$ cat config.mk
export PLATFORM = sky130hd
export DESIGN_NAME = oscillation_envelope_gain_tuner
export DESIGN_NICKNAME = d
export VERILOG_FILES = /design/src/oegt_pkg.sv /design/src/oegt_csr.sv /design/src/oegt_core.sv /design/src/oscillation_envelope_gain_tuner.sv
export SDC_FILE = /design/constraint.sdc
export NUM_CORES = 1
export LEC_CHECK = 0
export ABC_AREA = 1
export BUFFER_PORTS_ARGS = -buffer_cell sky130_fd_sc_hd__buf_2
export CORE_UTILIZATION = 34
export DETAILED_ROUTE_END_ITERATION = 6
export PLACE_DENSITY = 0.62
export SLEW_MARGIN = 20
export SYNTH_ARGS = -nofsm -noshare
export SYNTH_HDL_FRONTEND = slang
export SYNTH_HIERARCHICAL = 1
export SYNTH_SLANG_ARGS = --single-unit
$ cat constraint.sdc
create_clock -name clock -period 5.84 [get_ports clock]
set_input_delay 0 -clock clock [delete_from_list [all_inputs] [get_ports clock]]
set_output_delay 0 -clock clock [all_outputs]
set_load 0.01 [all_outputs]
$ cat src/oegt_pkg.sv
// Package for the oscillation envelope gain tuner.
// Field widths, verdict codes, register indexes and shared word types.
// No dependencies.
`timescale 1ns / 1ps

package oegt_pkg;

   localparam int SAMPLE_W      = 16;
   localparam int GAIN_W        = 20;
   localparam int THRESH_W      = 17;
   localparam int VERDICT_W     = 3;
   localparam int CSR_INDEX_W   = 1;

   localparam int DWELL_LIMIT_DEFAULT       = 10;
   localparam int EXTREMA_PER_ROUND_DEFAULT = 5;

   localparam logic [THRESH_W-1:0] UPPER_THRESHOLD_RESET = 17'sd500;
   localparam logic [THRESH_W-1:0] LOWER_THRESHOLD_RESET = -17'sd500;

   // Configuration register indexes
   typedef enum logic [CSR_INDEX_W-1:0] {
      CSR_UPPER_THRESHOLD = 1'b0,
      CSR_LOWER_THRESHOLD = 1'b1
   } csr_index_type;

   // Verdict codes
   typedef enum logic [VERDICT_W-1:0] {
      VERDICT_MOVING    = 3'd0,
      VERDICT_DIVERGING = 3'd1,
      VERDICT_DECAYING  = 3'd2,
      VERDICT_SETTLED   = 3'd3,
      VERDICT_NONE      = 3'd4
   } verdict_type;

   // Drift thresholds as held by the register block
   typedef struct packed {
      logic signed [THRESH_W-1:0] upper;
      logic signed [THRESH_W-1:0] lower;
   } thresholds_type;

   // One result word
   typedef struct packed {
      verdict_type        verdict;
      logic [GAIN_W-1:0]  gain;
   } result_type;

endpackage

$ cat src/oegt_csr.sv
// Threshold register block of the oscillation envelope gain tuner.
// Depends on oegt_pkg.
`timescale 1ns / 1ps

module oegt_csr (
   input  logic                                clock,
   input  logic                                reset,
   input  logic                                csr_write_enable,
   input  logic [oegt_pkg::CSR_INDEX_W-1:0]    csr_index,
   input  logic [oegt_pkg::THRESH_W-1:0]       csr_write_data,
   output oegt_pkg::thresholds_type            thresholds
);

   oegt_pkg::thresholds_type thresholds_ff, thresholds_in;

   // Register write decode
   always_comb begin
      thresholds_in = thresholds_ff;
      if (csr_write_enable) begin
         case (oegt_pkg::csr_index_type'(csr_index))
            oegt_pkg::CSR_UPPER_THRESHOLD: thresholds_in.upper = csr_write_data;
            oegt_pkg::CSR_LOWER_THRESHOLD: thresholds_in.lower = csr_write_data;
            default: thresholds_in = thresholds_ff;
         endcase
      end
   end

   always_ff @(posedge clock) begin
      if (reset) begin
         thresholds_ff.upper <= oegt_pkg::UPPER_THRESHOLD_RESET;
         thresholds_ff.lower <= oegt_pkg::LOWER_THRESHOLD_RESET;
      end else begin
         thresholds_ff <= thresholds_in;
      end
   end

   assign thresholds = thresholds_ff;

endmodule

$ cat src/oegt_core.sv
// Extreme tracker and drift decision of the oscillation envelope gain tuner.
// Holds the phase, dwell and extremum stores; one sample per step_en.
// Depends on oegt_pkg.
`timescale 1ns / 1ps

module oegt_core #(
   parameter int DWELL_LIMIT       = oegt_pkg::DWELL_LIMIT_DEFAULT,
   parameter int EXTREMA_PER_ROUND = oegt_pkg::EXTREMA_PER_ROUND_DEFAULT
) (
   input  logic                            clock,
   input  logic                            reset,
   input  logic                            step_en,
   input  logic [oegt_pkg::SAMPLE_W-1:0]   sample,
   input  logic [oegt_pkg::GAIN_W-1:0]     gain_in,
   input  oegt_pkg::thresholds_type        thresholds,
   output oegt_pkg::result_type            result
);

   localparam int DW = $clog2(DWELL_LIMIT + 1);
   localparam int CW = $clog2(EXTREMA_PER_ROUND + 1);
   localparam int IW = $clog2(EXTREMA_PER_ROUND);
   localparam int SW = oegt_pkg::SAMPLE_W;
   localparam int TW = oegt_pkg::THRESH_W;
   localparam logic [DW-1:0] DWELL_MAX = DW'(DWELL_LIMIT);
   localparam logic [CW-1:0] ROUND_FULL = CW'(EXTREMA_PER_ROUND);
   localparam logic [IW-1:0] LAST_IDX = IW'(EXTREMA_PER_ROUND - 1);

   logic          rising_ff, rising_in;
   logic [SW-1:0] last_extreme_ff, last_extreme_in;
   logic [DW-1:0] dwell_ff, dwell_in;
   logic [CW-1:0] peak_cnt_ff, peak_cnt_in;
   logic [CW-1:0] valley_cnt_ff, valley_cnt_in;
   logic [SW-1:0] peak_store_ff [EXTREMA_PER_ROUND];
   logic [SW-1:0] valley_store_ff [EXTREMA_PER_ROUND];

   logic          cont;
   logic          turn;
   logic          peak_wr, valley_wr;
   logic          round_done;
   logic [SW-1:0] peak_last, valley_last;
   logic signed [TW-1:0] pd, vd;
   logic          gain_zero, gain_max;

   // Direction and turn detection
   assign cont    = rising_ff ? (sample > last_extreme_ff) : (sample < last_extreme_ff);
   assign turn    = !cont && (dwell_ff >= DWELL_MAX);
   assign peak_wr   = turn && rising_ff && (peak_cnt_ff < ROUND_FULL);
   assign valley_wr = turn && !rising_ff && (valley_cnt_ff < ROUND_FULL);

   // Last entries, with bypass of the value being stored this step
   assign peak_last   = (peak_wr && peak_cnt_ff[IW-1:0] == LAST_IDX) ? last_extreme_ff
                                                                      : peak_store_ff[LAST_IDX];
   assign valley_last = (valley_wr && valley_cnt_ff[IW-1:0] == LAST_IDX) ? last_extreme_ff
                                                                         : valley_store_ff[LAST_IDX];

   // Drift, last minus first
   assign pd = $signed({1'b0, peak_last}) - $signed({1'b0, peak_store_ff[0]});
   assign vd = $signed({1'b0, valley_last}) - $signed({1'b0, valley_store_ff[0]});

   assign gain_zero = (gain_in == '0);
   assign gain_max  = (gain_in == '1);

   // Next state and verdict
   always_comb begin
      rising_in       = rising_ff;
      last_extreme_in = last_extreme_ff;
      dwell_in        = dwell_ff;
      peak_cnt_in     = peak_cnt_ff + CW'(peak_wr);
      valley_cnt_in   = valley_cnt_ff + CW'(valley_wr);
      round_done      = 1'b0;
      result.verdict  = oegt_pkg::VERDICT_NONE;
      result.gain     = gain_in;

      if (cont) begin
         last_extreme_in = sample;
         dwell_in        = '0;
         result.verdict  = oegt_pkg::VERDICT_MOVING;
      end else begin
         if (turn) begin
            last_extreme_in = sample;
            dwell_in        = '0;
            rising_in       = !rising_ff;
         end else begin
            dwell_in = dwell_ff + DW'(1);
         end

         round_done = (peak_cnt_in == ROUND_FULL) && (valley_cnt_in == ROUND_FULL);
         if (round_done) begin
            peak_cnt_in   = '0;
            valley_cnt_in = '0;
            if (pd > thresholds.upper && vd < thresholds.lower) begin
               result.verdict = oegt_pkg::VERDICT_DIVERGING;
               if (!gain_zero) result.gain = gain_in - 1'b1;
            end else if (pd < thresholds.lower && vd > thresholds.upper) begin
               result.verdict = oegt_pkg::VERDICT_DECAYING;
               if (!gain_max) result.gain = gain_in + 1'b1;
            end else if (pd < thresholds.upper && pd > thresholds.lower &&
                         vd < thresholds.upper && vd > thresholds.lower) begin
               result.verdict = oegt_pkg::VERDICT_SETTLED;
            end
         end
      end
   end

   // Control state
   always_ff @(posedge clock) begin
      if (reset) begin
         rising_ff       <= 1'b1;
         last_extreme_ff <= '0;
         dwell_ff        <= '0;
         peak_cnt_ff     <= '0;
         valley_cnt_ff   <= '0;
      end else if (step_en) begin
         rising_ff       <= rising_in;
         last_extreme_ff <= last_extreme_in;
         dwell_ff        <= dwell_in;
         peak_cnt_ff     <= peak_cnt_in;
         valley_cnt_ff   <= valley_cnt_in;
      end
   end

   // Extremum stores; an entry is always written before the round reads it
   always_ff @(posedge clock) begin
      if (step_en && peak_wr) begin
         peak_store_ff[peak_cnt_ff[IW-1:0]] <= last_extreme_ff;
      end
      if (step_en && valley_wr) begin
         valley_store_ff[valley_cnt_ff[IW-1:0]] <= last_extreme_ff;
      end
   end

endmodule

$ cat src/oscillation_envelope_gain_tuner.sv
// Top level of the oscillation envelope gain tuner.
// Input register, result register and handshake; uses oegt_csr, oegt_core, oegt_pkg.
`timescale 1ns / 1ps

// Usage:
//   req_* carries one word per sample: the response sample and the current
//   gain. rsp_* returns one word per sample: a verdict and the adjusted gain.
//   Both channels use valid/ready; a word moves when valid and ready are high.
//   csr_* writes the two drift thresholds (index 0 upper, 1 lower); write
//   only while no word is in flight.
// Path: an accepted word waits in the input register, is loaded into the
//   result register when it advances and shows on rsp_* from then on until
//   it leaves.
// Throughput: one word per cycle while rsp_ready is high. The tracker state
//   is updated as a word moves from the input register into the result
//   register, so the next word sees it in the following cycle.
// Stall: while rsp_ready is low the result register holds; the input
//   register still takes one more word, after which req_ready drops.
// Reset (synchronous, active high): both registers empty, phase seeking a
//   peak, counts cleared, thresholds back to +500 and -500.

module oscillation_envelope_gain_tuner #(
   parameter int DWELL_LIMIT       = oegt_pkg::DWELL_LIMIT_DEFAULT,
   parameter int EXTREMA_PER_ROUND = oegt_pkg::EXTREMA_PER_ROUND_DEFAULT
) (
   input  logic                               clock,
   input  logic                               reset,
   input  logic                               req_valid,
   output logic                               req_ready,
   input  logic [oegt_pkg::SAMPLE_W-1:0]      req_sample,
   input  logic [oegt_pkg::GAIN_W-1:0]        req_gain_in,
   output logic                               rsp_valid,
   input  logic                               rsp_ready,
   output logic [oegt_pkg::VERDICT_W-1:0]     rsp_verdict,
   output logic [oegt_pkg::GAIN_W-1:0]        rsp_gain_out,
   input  logic                               csr_write_enable,
   input  logic [oegt_pkg::CSR_INDEX_W-1:0]   csr_index,
   input  logic [oegt_pkg::THRESH_W-1:0]      csr_write_data
);

   logic                          in_valid_ff, in_valid_in;
   logic [oegt_pkg::SAMPLE_W-1:0] in_sample_ff;
   logic [oegt_pkg::GAIN_W-1:0]   in_gain_ff;
   logic                          out_valid_ff, out_valid_in;
   oegt_pkg::result_type          out_word_ff;
   oegt_pkg::result_type          step_result;
   oegt_pkg::thresholds_type      thresholds;
   logic                          advance;
   logic                          req_take;

   oegt_csr u_csr (
      .clock            (clock),
      .reset            (reset),
      .csr_write_enable (csr_write_enable),
      .csr_index        (csr_index),
      .csr_write_data   (csr_write_data),
      .thresholds       (thresholds)
   );

   oegt_core #(
      .DWELL_LIMIT       (DWELL_LIMIT),
      .EXTREMA_PER_ROUND (EXTREMA_PER_ROUND)
   ) u_core (
      .clock      (clock),
      .reset      (reset),
      .step_en    (advance),
      .sample     (in_sample_ff),
      .gain_in    (in_gain_ff),
      .thresholds (thresholds),
      .result     (step_result)
   );

   // Handshake: a word advances when the result register is free or drains
   assign advance   = in_valid_ff && (!out_valid_ff || rsp_ready);
   assign req_ready = !in_valid_ff || advance;
   assign req_take  = req_valid && req_ready;

   always_comb begin
      in_valid_in  = req_take || (in_valid_ff && !advance);
      out_valid_in = advance || (out_valid_ff && !rsp_ready);
   end

   // Valid flags
   always_ff @(posedge clock) begin
      if (reset) begin
         in_valid_ff  <= 1'b0;
         out_valid_ff <= 1'b0;
      end else begin
         in_valid_ff  <= in_valid_in;
         out_valid_ff <= out_valid_in;
      end
   end

   // Payload registers
   always_ff @(posedge clock) begin
      if (req_take) begin
         in_sample_ff <= req_sample;
         in_gain_ff   <= req_gain_in;
      end
      if (advance) begin
         out_word_ff <= step_result;
      end
   end

   assign rsp_valid    = out_valid_ff;
   assign rsp_verdict  = out_word_ff.verdict;
   assign rsp_gain_out = out_word_ff.gain;

endmodule
# ---- Word level (Yosys, flattened, before mapping)
# Memories as Yosys holds them, arrays and structs flattened.
# Index checks and enable logic that the tools add are counted.
dict set report op_classes {
  n_addsub 7
  magnitude_cmp 13
  eq_ne 5
  muxes 23
  bitwise 3
  n_reduce_logical 37
}
# op n
set ops {}
lappend ops {{2-to-1 mux 20 bit} 4}
lappend ops {{greater-than comparator 17 bit} 4}
lappend ops {{< comparator 17 bit} 4}
lappend ops {{2-to-1 mux 16 bit} 4}
lappend ops {{2-to-1 mux 23 bit} 2}
lappend ops {{subtractor 16 x 16 -> 17 bit} 2}
lappend ops {{adder 20 x 1 -> 20 bit, second input constant} 1}
lappend ops {{== test 20 bit, second input constant} 1}
lappend ops {{zero test 20 bit} 1}
lappend ops {{subtractor 20 x 1 -> 20 bit, second input constant} 1}
lappend ops {{logical AND 1 bit} 19}
lappend ops {{2-to-1 mux 3 bit} 6}
lappend ops {{greater-than comparator 16 bit} 1}
lappend ops {{< comparator 16 bit} 1}
lappend ops {{== test 3 bit, second input constant} 4}
lappend ops {{2-to-1 mux 4 bit} 2}
lappend ops {{adder 3 x 1 -> 3 bit} 2}
lappend ops {{zero test 1 bit} 6}
lappend ops {{< comparator 3 bit, second input constant} 2}
lappend ops {{AND reduction 2 bit} 3}
lappend ops {{2-to-1 mux 1 bit} 5}
lappend ops {{adder 4 x 1 -> 4 bit, second input constant} 1}
lappend ops {{greater-or-equal comparator 4 bit, second input constant} 1}
lappend ops {{logical OR 1 bit} 4}
lappend ops {{other kinds (5)} 7}
dict set report word_totals {
  reg_bits 122
  mem_bits_rw 160
  word_cells 105
  n_memories 2
}
# memory depth width rd rd_ports_with_merged_regs write_ports line
set memory_table {}
lappend memory_table {u_core.peak_store_ff 5 16 2 0 1 oegt_core.sv:33} ;# logic [SW-1:0] peak_store_ff [EXTREMA_PER_ROUND];
lappend memory_table {u_core.valley_store_ff 5 16 2 0 1 oegt_core.sv:34} ;# logic [SW-1:0] valley_store_ff [EXTREMA_PER_ROUND];

# ---- Depth between registers and ports, before layout
dict set report logic_depth {
  depth_word 18
  mapped_depth 49
  depth_no_buf 47
}

# ---- Hierarchy
# The synthesis kept the hierarchy.
# module n_inst cells_per_inst area_each_um2 seq_area_each_um2
set modules_own_cells {}
lappend modules_own_cells {oegt_core 1 1204 8759.7 2462.4}
lappend modules_own_cells {oscillation_envelope_gain_tuner 1 71 1863.0 1811.7}
lappend modules_own_cells {oegt_csr 1 174 1355.0 680.7}

# ---- Least setup slack after synthesis
# OpenSTA, ideal clock, no wires.
dict set report synth_path {
  path_kind {register to register}
  start {register u_core.last_extreme_ff[11]}
  end {register out_word_ff (netlist bit rsp_gain_out[8]) (data pin)}
  setup_time_ns 0.253
  arrival_ns 5.106
  t_required_ns 5.587
  path_slack_ns 0.482
  path_stages_with_launch 41
  path_buffers 2
  path_cell_list {dfxtp_1 -> inv_1 -> ha_1 -> nand2_1 -> o21bai_1 -> a21oi_1 -> nor2_1 -> nand3_1 -> nand2_4 -> nor2_8 -> nand4_2 -> clkbuf_1 -> o21ai_0 -> ha_1 -> inv_1 -> fa_1 -> nand3_1 -> nand2_1 -> (+5 left out) -> nand3_1 -> nand2_1 -> inv_1 -> ha_1 -> nand2_1 -> nor4_2 -> nand2_1 -> nand2_1 -> nand2_2 -> nand2_4 -> nand2_2 -> buf_6 -> nor2_2 -> nand2_1 -> nand2_1 -> nand2_1 -> nand2_1 -> nand2_1}
}
# item line
set synth_rtl {}
lappend synth_rtl {{start: declaration} oegt_core.sv:29} ;# logic [SW-1:0] last_extreme_ff, last_extreme_in;
lappend synth_rtl {{start signal: assignment} oegt_core.sv:115} ;# last_extreme_ff <= last_extreme_in;
lappend synth_rtl {{end signal: assignment} oscillation_envelope_gain_tuner.sv:101} ;# out_word_ff <= step_result;
lappend synth_rtl {{end: declaration} oscillation_envelope_gain_tuner.sv:45} ;# oegt_pkg::result_type out_word_ff;

==> impl_metrics.toml <==
[pwr]
ir_drop_v = 0.0002053
share_comb_of_total_power_pct = 15.8
switching_share_pct = 28.25
seqPwrFrac_pct = 48.1
p_per_area_nw_per_um2 = 203.7
total_power_uw = 3119
power.switching_uw = 881.2
power.leakage_uw = 0.007038
intPower_uw = 2238
clkPwrFrac_pct = 36.1

[timing]
post-route-min-period_ns = 5.736
finalHoldViolCount = 0
rsz0062_at_grt = "yes"
finClkSkew_ns = 0.01629
max_slew.worst_pin.slew_ns = 1.037
setup_violations = 0
max_freq_mhz = 174.3
drv_slew = 0
slew_headroom_pct = 30.82
fin_crit_sh_pct = 98.22

[synthesis]
synthSimpleGateAreaFrac_pct = 23.73
yosysTopAreaCellShare_pct = 30.84
syn-num-nets = 1635
synth-seq-cells = 186
synth_area_leaders = "edfxtp_1 31%, ha_1 13%, dfxtp_1 11%"
yosysSeqAreaShare_pct = 41.37
synth_compound_area_share_pct = 10.15
synth_top_family_by_area = "simple AND/OR/NAND/NOR gates"
postSynthAreaPerCell_sq_um = 8.266
synth_largest_area_cell = "edfxtp_1"
synth_cell_types = 53
synthMuxAreaShare_pct = 0
synth_warnings = 6
synth_fa_ha_area_share_pct = 13.39
synth_cells = 1449
synth_area_sq_um = 11980
synth_xor_xnor_area_share_pct = 2.779

[cts]
cts_num_sinks = 186
cts-root-buf = "clkbuf_16"
cts_buffers = 17
cts.path.max_buffers = 2
insertion_delay_ns = 0.44
clkTransAtPathRegs_ns = 0.08
cts_tree = "yes"
htreeDepth = 4

[global_route]
gr-usage-all-layers_pct = 17.23
antenna_found_initial = 0
grt_pass1_wl_microns = 49220
overflow = 0
grt_max_degree = 37
grt_pass1_vias = 9706

[finish]
fillers = 3345
nNetsFinal = 1865
mostFrequentLayoutCells = "299 x nand2_1, 197 x inv_1, 123 x edfxtp_1"
layout-drive-gt1-share_pct = 22.93
utilization_pct = 44.22
final_cells = 2147
layout_commonest_cell = "nand2_1"
antenna-diode-count = 0
syn2layout_area_growth_pct = 27.85

[die]
dieArea_sq_um = 35980
core_sq_um = 34630
rows = 68
die_h_microns = 189.7
die_w_microns = 189.7
io_pins = 84
initial_core_util_pct = 34.59

[setup_path]
slowest_delay_ns = 0.39
crit_type = "flip-flop to flip-flop"
cp.arrival_ns = 6.00
cpLargestDelayFamily = "compound AO/OA/AOI/OAI gates"
critical_path_required_ns = 6.10
start_kind = "flip-flop"
reg2reg_slack_ns = 0.10
cp-end-kind = "flip-flop"
crit_slowest_cell = "edfxtp_1"
critPathBufInv = 5
crit_top_cell = "nand2_1"
critical_path.max_fanout = 5

[detailed_routing]
drc = 2
final_antenna_net_count = 0
drt_pass1_iterations = 7
dr_total_vias = 10358
drt_iter0_markers = 672
viasPerCell = 4.824
wl_microns = 31770
drt-wirelength-per-cell_microns = 14.80

[outcome]
violations = "DRC"
status = "complete, but fails checks"

[hold_path]
hp-class = "primary input to flip-flop"

[placed_design]
portBuffers = 83
dp_hpwl_microns = 23540
globalplace.congestion = 0.9337
place_inst = 2022

[job]
cap_violations = 0
-- synthesized netlist by cell type (all sizes together) --
cell / number
ha: 125
a21o: 6
nor4: 6
a221oi: 1
fa: 2
buf: 24
nand3b: 6
dfxtp: 63
o21bai: 3
a31oi: 3
nor2: 135
a21boi: 4
nand4: 27
nor3: 20
a21oi: 100
o211ai: 1
xnor2: 12
nand3: 101
and2: 1
nor2b: 1
clkbuf: 10
o31ai: 3
xor2: 26
a211oi: 1
edfxtp: 123
and3: 1
o21a: 1
clkinv: 1
o21ai: 93
nand2: 339
inv: 210
-- power groups by stage --
stage	sequential, uW	combinational [uW]	clock, uW
after floorplan	1520	248	0
final	1500	493	1130
after detailed placement	1530	394	0
after global routing	1500	546	1200
after global placement	1530	388	0
after CTS	1500	428	1160
-- flip-flops by register name (all words and copies together), names as in the netlist --
register,cells
u_csr/thresholds,34
u_core/peak_store_ff,32
u_core/valley_store_ff,32
in_gain_ff,20
rsp_gain_out,20
in_sample_ff,16
u_core/last_extreme_ff,16
u_core/dwell_ff,4
rsp_verdict,3
u_core/peak_cnt_ff,3
u_core/valley_cnt_ff,3
in_valid_ff,1
rsp_valid,1
u_core/rising_ff,1
-- area by class of cell --
type	instances	area (sq um)	share of cell area, %
Sequential cell	186	4957	32.37
Clock inverter	14	135.1	0.8824
Timing Repair Buffer	245	1903	12.43
Clock buffer	18	429.2	2.803
Multi-Input combinational cell	1018	6520	42.58
Inverter	211	799.5	5.221
Tap cell	455	569.3	3.718
-- final timing paths --
check                             from                    to  cells past startpoint
setup / recovery       in_sample_ff[9]      rsp_gain_out[16]                     36
hold reg to reg   u_csr/thresholds[25]  u_csr/thresholds[25]                      2
hold / removal        csr_write_enable  u_csr/thresholds[21]                      3
setup reg to reg       in_sample_ff[9]      rsp_gain_out[16]                     36
-- tightest hold or removal path, stage by stage --
cell and delay [ns]:
buf_2 0.23, nand3_1 0.13, nand3_1 0.07
-- logic make-up after synthesis --
logic type | count (synthesis)
AOI/OAI and AO/OA | 216
xor gates and xnor gates | 38
adders and majority gates | 127
buffers and inverters | 245
DFF | 186
and+or+nand+nor | 637
-- stage by stage --
stage	TNS (ns)	setup WS, ns	hold slack [ns]	area, sq um
final	0	0.1042	0.05134	15310
after global routing	-4.694	-0.3002	0.06661	15310
after CTS	0	0.0009734	0.02919	14490
after detailed placement	-0.6841	-0.07692	0.1781	13310
after global placement	-0.09140	-0.02538	0.1778	13310
after floorplan	0	0.4815	0.06244	11980
-- repair_timing --
item	4_1_cts	5_1_grt
pin swaps	1	65
buffers inserted	1	29
resized for setup	7	117
hold buffers	59	0
setup endpoints to repair	22	23
cloned	0	4
endpoints found under the hold margin	77	0
-- metal layers --
layer | global-route usage, % | vias to the layer above | wire (microns)
li1 | - | 5277 | -
met1 | 24.44 | 4746 | 15300
met2 | 27.71 | 305 | 14560
met3 | 2.324 | 30 | 1507
met4 | 3.908 | 0 | 401
met5 | 0 | - | 0
No activity file was read; power rests on OpenSTA's default activity.
